`config.mk`:
```
export PLATFORM = sky130hd
export DESIGN_NAME = udp_checksum_checker_unit
export DESIGN_NICKNAME = d
export VERILOG_FILES = /design/src/sv/ucc_pkg.sv /design/src/sv/udp_checksum_checker_unit.sv /design/src/sv/ucc_front.sv /design/src/sv/ucc_queue.sv /design/src/sv/ucc_back.sv
export SDC_FILE = /design/constraint.sdc
export NUM_CORES = 1
export LEC_CHECK = 0
export BUFFER_PORTS_ARGS = -buffer_cell sky130_fd_sc_hd__buf_2
export CAP_MARGIN = 20
export CORE_UTILIZATION = 35
export CTS_BUF_LIST = sky130_fd_sc_hd__clkbuf_4
export CTS_CLUSTER_SIZE = 12
export DETAILED_ROUTE_END_ITERATION = 12
export GPL_ROUTABILITY_DRIVEN = 0
export PLACE_DENSITY = 0.48
export SYNTH_ARGS = -nofsm -noshare
export SYNTH_HDL_FRONTEND = slang
export SYNTH_SLANG_ARGS = --single-unit
```
`constraint.sdc`:
```
create_clock -name i_clk -period 15.5 [get_ports i_clk]
set_clock_uncertainty 0.15 [all_clocks]
set_input_delay 3.1 -clock i_clk [delete_from_list [all_inputs] [get_ports i_clk]]
set_output_delay 3.1 -clock i_clk [all_outputs]
set_load 0.05 [all_outputs]
```
`src/sv/ucc_pkg.sv`:
```
// Shared types and constants for the UDP checksum checker.
`default_nettype none

package ucc_pkg;

    // Header byte positions within the datagram
    localparam logic [15:0] IDX_SRC_HI  = 16'd0;
    localparam logic [15:0] IDX_SRC_LO  = 16'd1;
    localparam logic [15:0] IDX_DST_HI  = 16'd2;
    localparam logic [15:0] IDX_DST_LO  = 16'd3;
    localparam logic [15:0] IDX_LEN_HI  = 16'd4;
    localparam logic [15:0] IDX_LEN_LO  = 16'd5;
    localparam logic [15:0] IDX_CSUM_HI = 16'd6;
    localparam logic [15:0] IDX_CSUM_LO = 16'd7;
    localparam logic [15:0] HDR_BYTES   = 16'd8;
    localparam logic [15:0] INDEX_MAX   = 16'hFFFF;

    localparam logic [15:0] UDP_PROTOCOL = 16'd17;

    // Status codes
    localparam logic [1:0] ST_MATCH    = 2'd0;
    localparam logic [1:0] ST_MISMATCH = 2'd1;
    localparam logic [1:0] ST_SHORT    = 2'd2;

    // Job queue depth
    localparam int QUEUE_DEPTH = 4;
    localparam int QUEUE_AW    = $clog2(QUEUE_DEPTH);

    // Input request
    typedef struct packed {
        logic [7:0]  data_byte;
        logic        last;
        logic [31:0] src_ip;
        logic [31:0] dst_ip;
    } t_ucc_req;

    // Result
    typedef struct packed {
        logic [15:0] source_port;
        logic [15:0] dest_port;
        logic [15:0] udp_length;
        logic [15:0] received_checksum;
        logic [15:0] computed_checksum;
        logic [1:0]  status;
    } t_ucc_result;

    // One finished datagram handed from front to back
    typedef struct packed {
        logic [15:0] source_port;
        logic [15:0] dest_port;
        logic [15:0] udp_length;
        logic [15:0] received_checksum;
        logic [15:0] data_sum;
        logic [15:0] pad_word;
        logic        short_dgram;
        logic [31:0] src_ip;
        logic [31:0] dst_ip;
    } t_ucc_job;

endpackage

`default_nettype wire

```
`src/sv/udp_checksum_checker_unit.sv`:
```
// Top level of the UDP checksum checker: front end, job queue, back end.
// Throughput: one byte request per cycle; one result per cycle when i_stall is low.
// After the last byte is accepted, its job passes the queue write and the three register
//   stages of the back end (A, B, output) before the result is valid.
// Input stalls only while the four-entry job queue is full.
// Reset: synchronous, active low; clears byte count, sum, queue and valid bits.
`default_nettype none

module udp_checksum_checker_unit
    import ucc_pkg::*;
(
    input  wire logic        i_clk,
    input  wire logic        i_rst_n,
    input  wire logic        i_valid,
    input  wire t_ucc_req    i_req,
    output logic             o_stall,
    output logic             o_valid,
    output t_ucc_result      o_result,
    input  wire logic        i_stall
);

    logic     w_push;
    logic     w_full;
    t_ucc_job w_push_job;
    logic     w_job_valid;
    t_ucc_job w_job;
    logic     w_pop;

    ucc_front u_front (
        .i_clk        (i_clk),
        .i_rst_n      (i_rst_n),
        .i_valid      (i_valid),
        .i_req        (i_req),
        .o_stall      (o_stall),
        .i_queue_full (w_full),
        .o_push       (w_push),
        .o_job        (w_push_job)
    );

    ucc_queue u_queue (
        .i_clk   (i_clk),
        .i_rst_n (i_rst_n),
        .i_push  (w_push),
        .i_job   (w_push_job),
        .o_full  (w_full),
        .i_pop   (w_pop),
        .o_valid (w_job_valid),
        .o_job   (w_job)
    );

    ucc_back u_back (
        .i_clk       (i_clk),
        .i_rst_n     (i_rst_n),
        .i_job_valid (w_job_valid),
        .i_job       (w_job),
        .o_pop       (w_pop),
        .o_valid     (o_valid),
        .o_result    (o_result),
        .i_stall     (i_stall)
    );

    // Back end never pops an empty queue
    assert property (@(posedge i_clk) disable iff (!i_rst_n) w_pop |-> w_job_valid)
        else $error("job popped from empty queue");

    // A mismatch means a nonzero received checksum that differs from the computed one
    assert property (@(posedge i_clk) disable iff (!i_rst_n)
        (o_valid && (o_result.status == ST_MISMATCH)) |->
        ((o_result.received_checksum != 16'h0000)
         && (o_result.received_checksum != o_result.computed_checksum)))
        else $error("mismatch status with agreeing checksums");

    // Status is never the unused code
    assert property (@(posedge i_clk) disable iff (!i_rst_n)
        o_valid |-> ((o_result.status == ST_MATCH) || (o_result.status == ST_MISMATCH)
                     || (o_result.status == ST_SHORT)))
        else $error("invalid status code");

endmodule

`default_nettype wire

```
`src/sv/ucc_front.sv`:
```
// Front end: takes datagram bytes, captures header fields, keeps the data sum.
`default_nettype none

module ucc_front
    import ucc_pkg::*;
(
    input  wire logic     i_clk,
    input  wire logic     i_rst_n,
    input  wire logic     i_valid,
    input  wire t_ucc_req i_req,
    output logic          o_stall,
    input  wire logic     i_queue_full,
    output logic          o_push,
    output t_ucc_job      o_job
);

    logic [15:0] r_byte_index, n_byte_index;
    logic [15:0] r_sum, n_sum;
    logic [7:0]  r_held, n_held;
    logic [15:0] r_src, n_src;
    logic [15:0] r_dst, n_dst;
    logic [15:0] r_len, n_len;
    logic [15:0] r_csum, n_csum;
    logic [15:0] w_counted;
    logic [7:0]  w_val;
    logic        w_accept;

    // Ones' complement add with end-around carry
    function automatic logic [15:0] oc_add(input logic [15:0] a, input logic [15:0] b);
        logic [16:0] t;
        t = {1'b0, a} + {1'b0, b};
        return t[15:0] + {15'd0, t[16]};
    endfunction

    assign o_stall  = i_queue_full;
    assign w_accept = i_valid && !o_stall;
    assign o_push   = w_accept && i_req.last;

    // Update capture and sum for one byte
    always_comb begin
        n_byte_index = r_byte_index;
        n_sum        = r_sum;
        n_held       = r_held;
        n_src        = r_src;
        n_dst        = r_dst;
        n_len        = r_len;
        n_csum       = r_csum;
        w_val        = i_req.data_byte;
        w_counted    = INDEX_MAX;
        if (r_byte_index != INDEX_MAX) begin
            case (r_byte_index)
                IDX_SRC_HI:  n_src = {i_req.data_byte, 8'h00};
                IDX_SRC_LO:  n_src = r_src | {8'h00, i_req.data_byte};
                IDX_DST_HI:  n_dst = {i_req.data_byte, 8'h00};
                IDX_DST_LO:  n_dst = r_dst | {8'h00, i_req.data_byte};
                IDX_LEN_HI:  n_len = {i_req.data_byte, 8'h00};
                IDX_LEN_LO:  n_len = r_len | {8'h00, i_req.data_byte};
                IDX_CSUM_HI: begin
                    n_csum = {i_req.data_byte, 8'h00};
                    w_val  = 8'h00;
                end
                IDX_CSUM_LO: begin
                    n_csum = r_csum | {8'h00, i_req.data_byte};
                    w_val  = 8'h00;
                end
                default: ;
            endcase
            if (!r_byte_index[0]) begin
                n_held = w_val;
            end else begin
                n_sum = oc_add(r_sum, {r_held, w_val});
            end
            n_byte_index = r_byte_index + 16'd1;
            w_counted    = r_byte_index + 16'd1;
        end
    end

    // Build the job for the back end from the updated state
    always_comb begin
        o_job.source_port       = n_src;
        o_job.dest_port         = n_dst;
        o_job.udp_length        = n_len;
        o_job.received_checksum = n_csum;
        o_job.data_sum          = n_sum;
        o_job.pad_word          = w_counted[0] ? {n_held, 8'h00} : 16'h0000;
        o_job.short_dgram       = (w_counted < HDR_BYTES);
        o_job.src_ip            = i_req.src_ip;
        o_job.dst_ip            = i_req.dst_ip;
    end

    // Advance on each accepted byte, clear after the last one
    always_ff @(posedge i_clk) begin
        if (!i_rst_n || o_push) begin
            r_byte_index <= '0;
            r_sum        <= '0;
            r_held       <= '0;
            r_src        <= '0;
            r_dst        <= '0;
            r_len        <= '0;
            r_csum       <= '0;
        end else if (w_accept) begin
            r_byte_index <= n_byte_index;
            r_sum        <= n_sum;
            r_held       <= n_held;
            r_src        <= n_src;
            r_dst        <= n_dst;
            r_len        <= n_len;
            r_csum       <= n_csum;
        end
    end

endmodule

`default_nettype wire

```
`src/sv/ucc_queue.sv`:
```
// Small job queue between front and back ends.
`default_nettype none

module ucc_queue
    import ucc_pkg::*;
(
    input  wire logic     i_clk,
    input  wire logic     i_rst_n,
    input  wire logic     i_push,
    input  wire t_ucc_job i_job,
    output logic          o_full,
    input  wire logic     i_pop,
    output logic          o_valid,
    output t_ucc_job      o_job
);

    t_ucc_job            r_mem [QUEUE_DEPTH];
    logic [QUEUE_AW-1:0] r_wr_ptr;
    logic [QUEUE_AW-1:0] r_rd_ptr;
    logic [QUEUE_AW:0]   r_count;
    logic                w_push;
    logic                w_pop;

    assign o_full  = (r_count == (QUEUE_AW + 1)'(QUEUE_DEPTH));
    assign o_valid = (r_count != '0);
    assign o_job   = r_mem[r_rd_ptr];
    assign w_push  = i_push && !o_full;
    assign w_pop   = i_pop && o_valid;

    // Write storage
    always_ff @(posedge i_clk) begin
        if (w_push) begin
            r_mem[r_wr_ptr] <= i_job;
        end
    end

    // Move pointers and count
    always_ff @(posedge i_clk) begin
        if (!i_rst_n) begin
            r_wr_ptr <= '0;
            r_rd_ptr <= '0;
            r_count  <= '0;
        end else begin
            if (w_push) begin
                r_wr_ptr <= r_wr_ptr + QUEUE_AW'(1);
            end
            if (w_pop) begin
                r_rd_ptr <= r_rd_ptr + QUEUE_AW'(1);
            end
            if (w_push && !w_pop) begin
                r_count <= r_count + (QUEUE_AW + 1)'(1);
            end else if (w_pop && !w_push) begin
                r_count <= r_count - (QUEUE_AW + 1)'(1);
            end
        end
    end

endmodule

`default_nettype wire

```
`src/sv/ucc_back.sv`:
```
// Back end: adds the pseudo-header, folds, compares and holds the result.
`default_nettype none

module ucc_back
    import ucc_pkg::*;
(
    input  wire logic     i_clk,
    input  wire logic     i_rst_n,
    input  wire logic     i_job_valid,
    input  wire t_ucc_job i_job,
    output logic          o_pop,
    output logic          o_valid,
    output t_ucc_result   o_result,
    input  wire logic     i_stall
);

    logic        w_advance;

    // Stage A
    logic        r_a_valid;
    t_ucc_job    r_a_job;
    logic [17:0] r_a_sum_lo, r_a_sum_hi;
    logic [17:0] n_a_sum_lo, n_a_sum_hi;

    // Stage B
    logic        r_b_valid;
    t_ucc_job    r_b_job;
    logic [15:0] r_b_computed, n_b_computed;
    logic [18:0] w_total;
    logic [16:0] w_fold1;
    logic [15:0] w_fold2;

    // Output stage
    logic        r_out_valid;
    t_ucc_result r_out, n_out;
    logic        w_match;

    assign w_advance = !r_out_valid || !i_stall;
    assign o_pop     = w_advance && i_job_valid;
    assign o_valid   = r_out_valid;
    assign o_result  = r_out;

    // Sum the eight words in two groups of four
    always_comb begin
        n_a_sum_lo = {2'b00, i_job.data_sum} + {2'b00, i_job.pad_word}
                   + {2'b00, i_job.src_ip[31:16]} + {2'b00, i_job.src_ip[15:0]};
        n_a_sum_hi = {2'b00, i_job.dst_ip[31:16]} + {2'b00, i_job.dst_ip[15:0]}
                   + {2'b00, UDP_PROTOCOL} + {2'b00, i_job.udp_length};
    end

    // Combine, fold carries back in twice, invert
    always_comb begin
        w_total      = {1'b0, r_a_sum_lo} + {1'b0, r_a_sum_hi};
        w_fold1      = {1'b0, w_total[15:0]} + {14'd0, w_total[18:16]};
        w_fold2      = w_fold1[15:0] + {15'd0, w_fold1[16]};
        n_b_computed = ~w_fold2;
    end

    // Compare and pick the status
    always_comb begin
        w_match = (r_b_job.received_checksum == 16'h0000)
               || (r_b_job.received_checksum == r_b_computed)
               || ((r_b_computed == 16'h0000) && (r_b_job.received_checksum == 16'hFFFF));
        n_out.source_port       = r_b_job.source_port;
        n_out.dest_port         = r_b_job.dest_port;
        n_out.udp_length        = r_b_job.udp_length;
        n_out.received_checksum = r_b_job.received_checksum;
        n_out.computed_checksum = r_b_computed;
        if (r_b_job.short_dgram) begin
            n_out.status = ST_SHORT;
        end else if (w_match) begin
            n_out.status = ST_MATCH;
        end else begin
            n_out.status = ST_MISMATCH;
        end
    end

    // Advance payload; hold everything while the output is stalled
    always_ff @(posedge i_clk) begin
        if (w_advance) begin
            r_a_job      <= i_job;
            r_a_sum_lo   <= n_a_sum_lo;
            r_a_sum_hi   <= n_a_sum_hi;
            r_b_job      <= r_a_job;
            r_b_computed <= n_b_computed;
            r_out        <= n_out;
        end
    end

    // Advance valid bits
    always_ff @(posedge i_clk) begin
        if (!i_rst_n) begin
            r_a_valid   <= 1'b0;
            r_b_valid   <= 1'b0;
            r_out_valid <= 1'b0;
        end else if (w_advance) begin
            r_a_valid   <= i_job_valid;
            r_b_valid   <= r_a_valid;
            r_out_valid <= r_b_valid;
        end
    end

endmodule

`default_nettype wire

```
==> flow_metrics.tcl <==
set metrics [dict create \
    yosys_warnings 0 \
    yosys.area.top_type_share 0.637 \
    outcome "finished, final reports clean" \
    start_util 0.354 \
    maxCapViolCount 0 \
    hold_class "flip-flop to flip-flop" \
    worstSetupStartpointType "input pin" \
    dp_hpwl_mm 58.8 \
    routed.top_layer "met5" \
    tightest_slew_ns 1.12 \
    drt_iter0_markers 1450 \
    grt_setup_unrepaired "false" \
    portBuffers 160 \
    overflow 0 \
    syn_nets 2823 \
    crit_family "compound AO/OA/AOI/OAI gates" \
    dpl.cell_count 4210 \
    grt_pass1_vias 24720 \
    cp-end-kind "flip-flop" \
    layout_min_cycle_time_ns 7.11 \
    wl_mm 93.7 \
    grt_pass1_wl_mm 144 \
    vias 23365 \
    final_antenna_net_count 0 \
    setup_violations 0 \
    clock_path_buffers 4 \
    fin_crit_sh 0.459 \
    fp.dieW_um 346 \
    final_nets 3186 \
    finalInstanceArea_um2 47100 \
    pwr_density_cell_nw_per_um2 223 \
    cts_setup_buffers 0 \
    wl_met1_mm 40.4 \
    crit_type "input pin to flip-flop" \
    cts_tree "done" \
    ys_ff_latch 992 \
    crit_required_ns 16.24 \
    stdcell_count 4668 \
    syn_area_um2 41300 \
    cp_num_buf_inv 3 \
    power.total_mw 10.5 \
    antenna_found_initial 9 \
    ctsHoldBuffers 0 \
    synth.area.top_cells "edfxtp_1 (64%), mux4_2 (8.3%), dfxtp_1 (5.6%)" \
    die_y_um 346 \
    placed_area_um2 43900 \
    relSlewSlack 0.248 \
    cts_root_buf "clkbuf_4" \
    crit_fanout 10 \
    fill_cells 10704 \
    h-tree-depth 5 \
    core_region_area_um2 117000 \
    synth_area_leader_cell "edfxtp_1" \
    num_rows 125 \
    peakVddDrop_mv 0.153 \
    cpMostUsedCell "nand2_1" \
    first_pass_iters 7 \
    syn_area_per_cell_um2 15.9 \
    leakage_nw 16.5 \
    final-hold-violation-count 0 \
    cp.arrival_ns 7.85 \
    drc 0 \
    tns_ns 0 \
    grtUsageTotal 0.158 \
    slowest_stage "fa_1" \
    cts_buffers 278 \
    clkLatencyLatePin_ns 1.15 \
    wl_met2_mm 46.4 \
    wl_per_cell_um 20.1 \
    synth.distinct_cells 84 \
    synth_cells 2603 \
    slowest_delay_ns 0.41 \
    pre_cts_ws_ns 7.28 \
    clock.fmax_ghz 0.141 \
    holdWs_ns 0.224 \
    io_pins 161 \
    finish.utilization 0.404 \
    slew_viol_final 0 \
    dieArea_um2 119000 \
    dr_wl_met3_mm 5.12 \
    drive_gt1_frac 0.248 \
    via_per_inst 5.01 \
    grt_max_degree 162 \
    ys.flop_type "edfxtp_1" \
    async_reset_ff_frac 0 \
    post_cts_resized 0 \
    synth_edf_count 876 \
    cts_sinks 992 \
    clkTransAtPathRegs_ns 0.06 \
    ys_seq_area_frac 0.693 \
    area_growth_pct 14.0 \
    worst_slack_ns 8.39 \
]
==> layout by cell type, fill, tap and decap left out, types with 11 or more instances in the layout <==
master / n
a21o_1: 21
dfxtp_1: 114
nand4_1: 11
a22o_1: 31
edfxtp_1: 876
a21boi_0: 16
nor4_1: 18
a21oi_1: 136
xnor2_1: 70
fa_1: 24
nor3_1: 32
buf_4: 20
clkinv_1: 48
clkbuf_4: 395
nor2_1: 157
xor2_1: 55
nand2_1: 226
mux4_2: 153
a31oi_1: 28
buf_2: 161
inv_1: 102
nand3_1: 39
o31ai_1: 11
o21ai_0: 59
nand2b_1: 11
ha_1: 119
a211oi_1: 12
and2_1: 16
==> registers in the layout, summed over array words and instances (netlist names), 18 cells and up, named ones only <==
name	cells
u_back.r_a_job	65
u_queue.r_mem	612
u_back.r_a_sum_hi	18
u_back.o_result	82
u_back.r_a_sum_lo	18
u_back.n_out	64
==> area by class of cell <==
cell class	instances	area (µm²)	area share
clock inverters	59	229	0.00486
multi-input cells	1408	11900	0.254
diodes	4	10.0	0.000213
flip-flops and latches	992	28600	0.608
well taps	1524	1910	0.0405
repair buffers	184	1020	0.0216
clock buffers	395	2970	0.0630
inverters	102	383	0.00813
==> synth_stat cells (7+ instances only) <==
master    count
clkbuf_1     67
o21ai_0      59
a21boi_0     16
a22o_1       31
edfxtp_1    876
a31oi_1      28
a21oi_1     136
a211oi_1     12
o31ai_1      11
fa_1         24
xnor2_1      70
o21bai_1      7
inv_1       102
mux4_2      153
a21o_1       21
and2_1       16
nor2_1      157
nand4_1      11
nor4_1       18
nand3_1      39
nand2b_1     12
ha_1        119
or3_1         9
o22ai_1       7
o21a_1       10
buf_1        27
nand2_1     228
o211ai_1      8
nor2b_1      11
and3_1       14
nor3_1       32
dfxtp_1     116
xor2_1       55
==> worst reg2reg max path: cells and delay by family (launching register included) <==
family,cells,cell delay (ns)
AND/OR/NAND/NOR,12,2.57
AO/OA/AOI/OAI,9,1.92
adder cells (fa/ha/maj),4,1.22
flip-flops,1,0.43
XOR/XNOR,2,0.30
buffers and inverters,1,0.07
==> kinds of logic after synthesis <==
| group | count (synthesis) | synth area share |
|---|---|---|
| simple gates | 581 | 0.0654 |
| mux | 160 | 0.0852 |
| fa+ha+maj | 144 | 0.0479 |
| xor+xnor | 126 | 0.0269 |
| compound gates | 397 | 0.0624 |
| buf+inv | 203 | 0.0190 |
| flops | 992 | 0.693 |
==> power breakdown <==
group / leakage (nW) / switching [mW] / internal, mW
Clock: 1.94 / 1.02 / 1.16
Sequential: 9.27 / 0.238 / 3.65
Combinational: 5.34 / 2.69 / 1.75
==> layer usage <==
| layer | vias to the layer above | global-route usage |
|---|---|---|
| met5 | - | 0 |
| met4 | 10 | 0.0552 |
| met3 | 147 | 0.0431 |
| met2 | 610 | 0.265 |
| met1 | 11704 | 0.197 |
| li1 | 10894 | - |
==> path summary, 6_finish.rpt <==
kind / start / endpoint / slack (ns) / depth (start not counted)
max reg2reg: u_back.r_a_sum_lo[6] / u_back.r_b_computed[15] / 8.57 / 28
min: u_back.r_a_job[125] / u_back.n_out[46] / 0.22 / 0
min reg2reg: u_back.r_a_job[125] / u_back.n_out[46] / 0.22 / 0
max: i_req[65] / u_queue.r_mem[0][96] / 8.39 / 25
No activity file was read; power rests on OpenSTA's default activity.
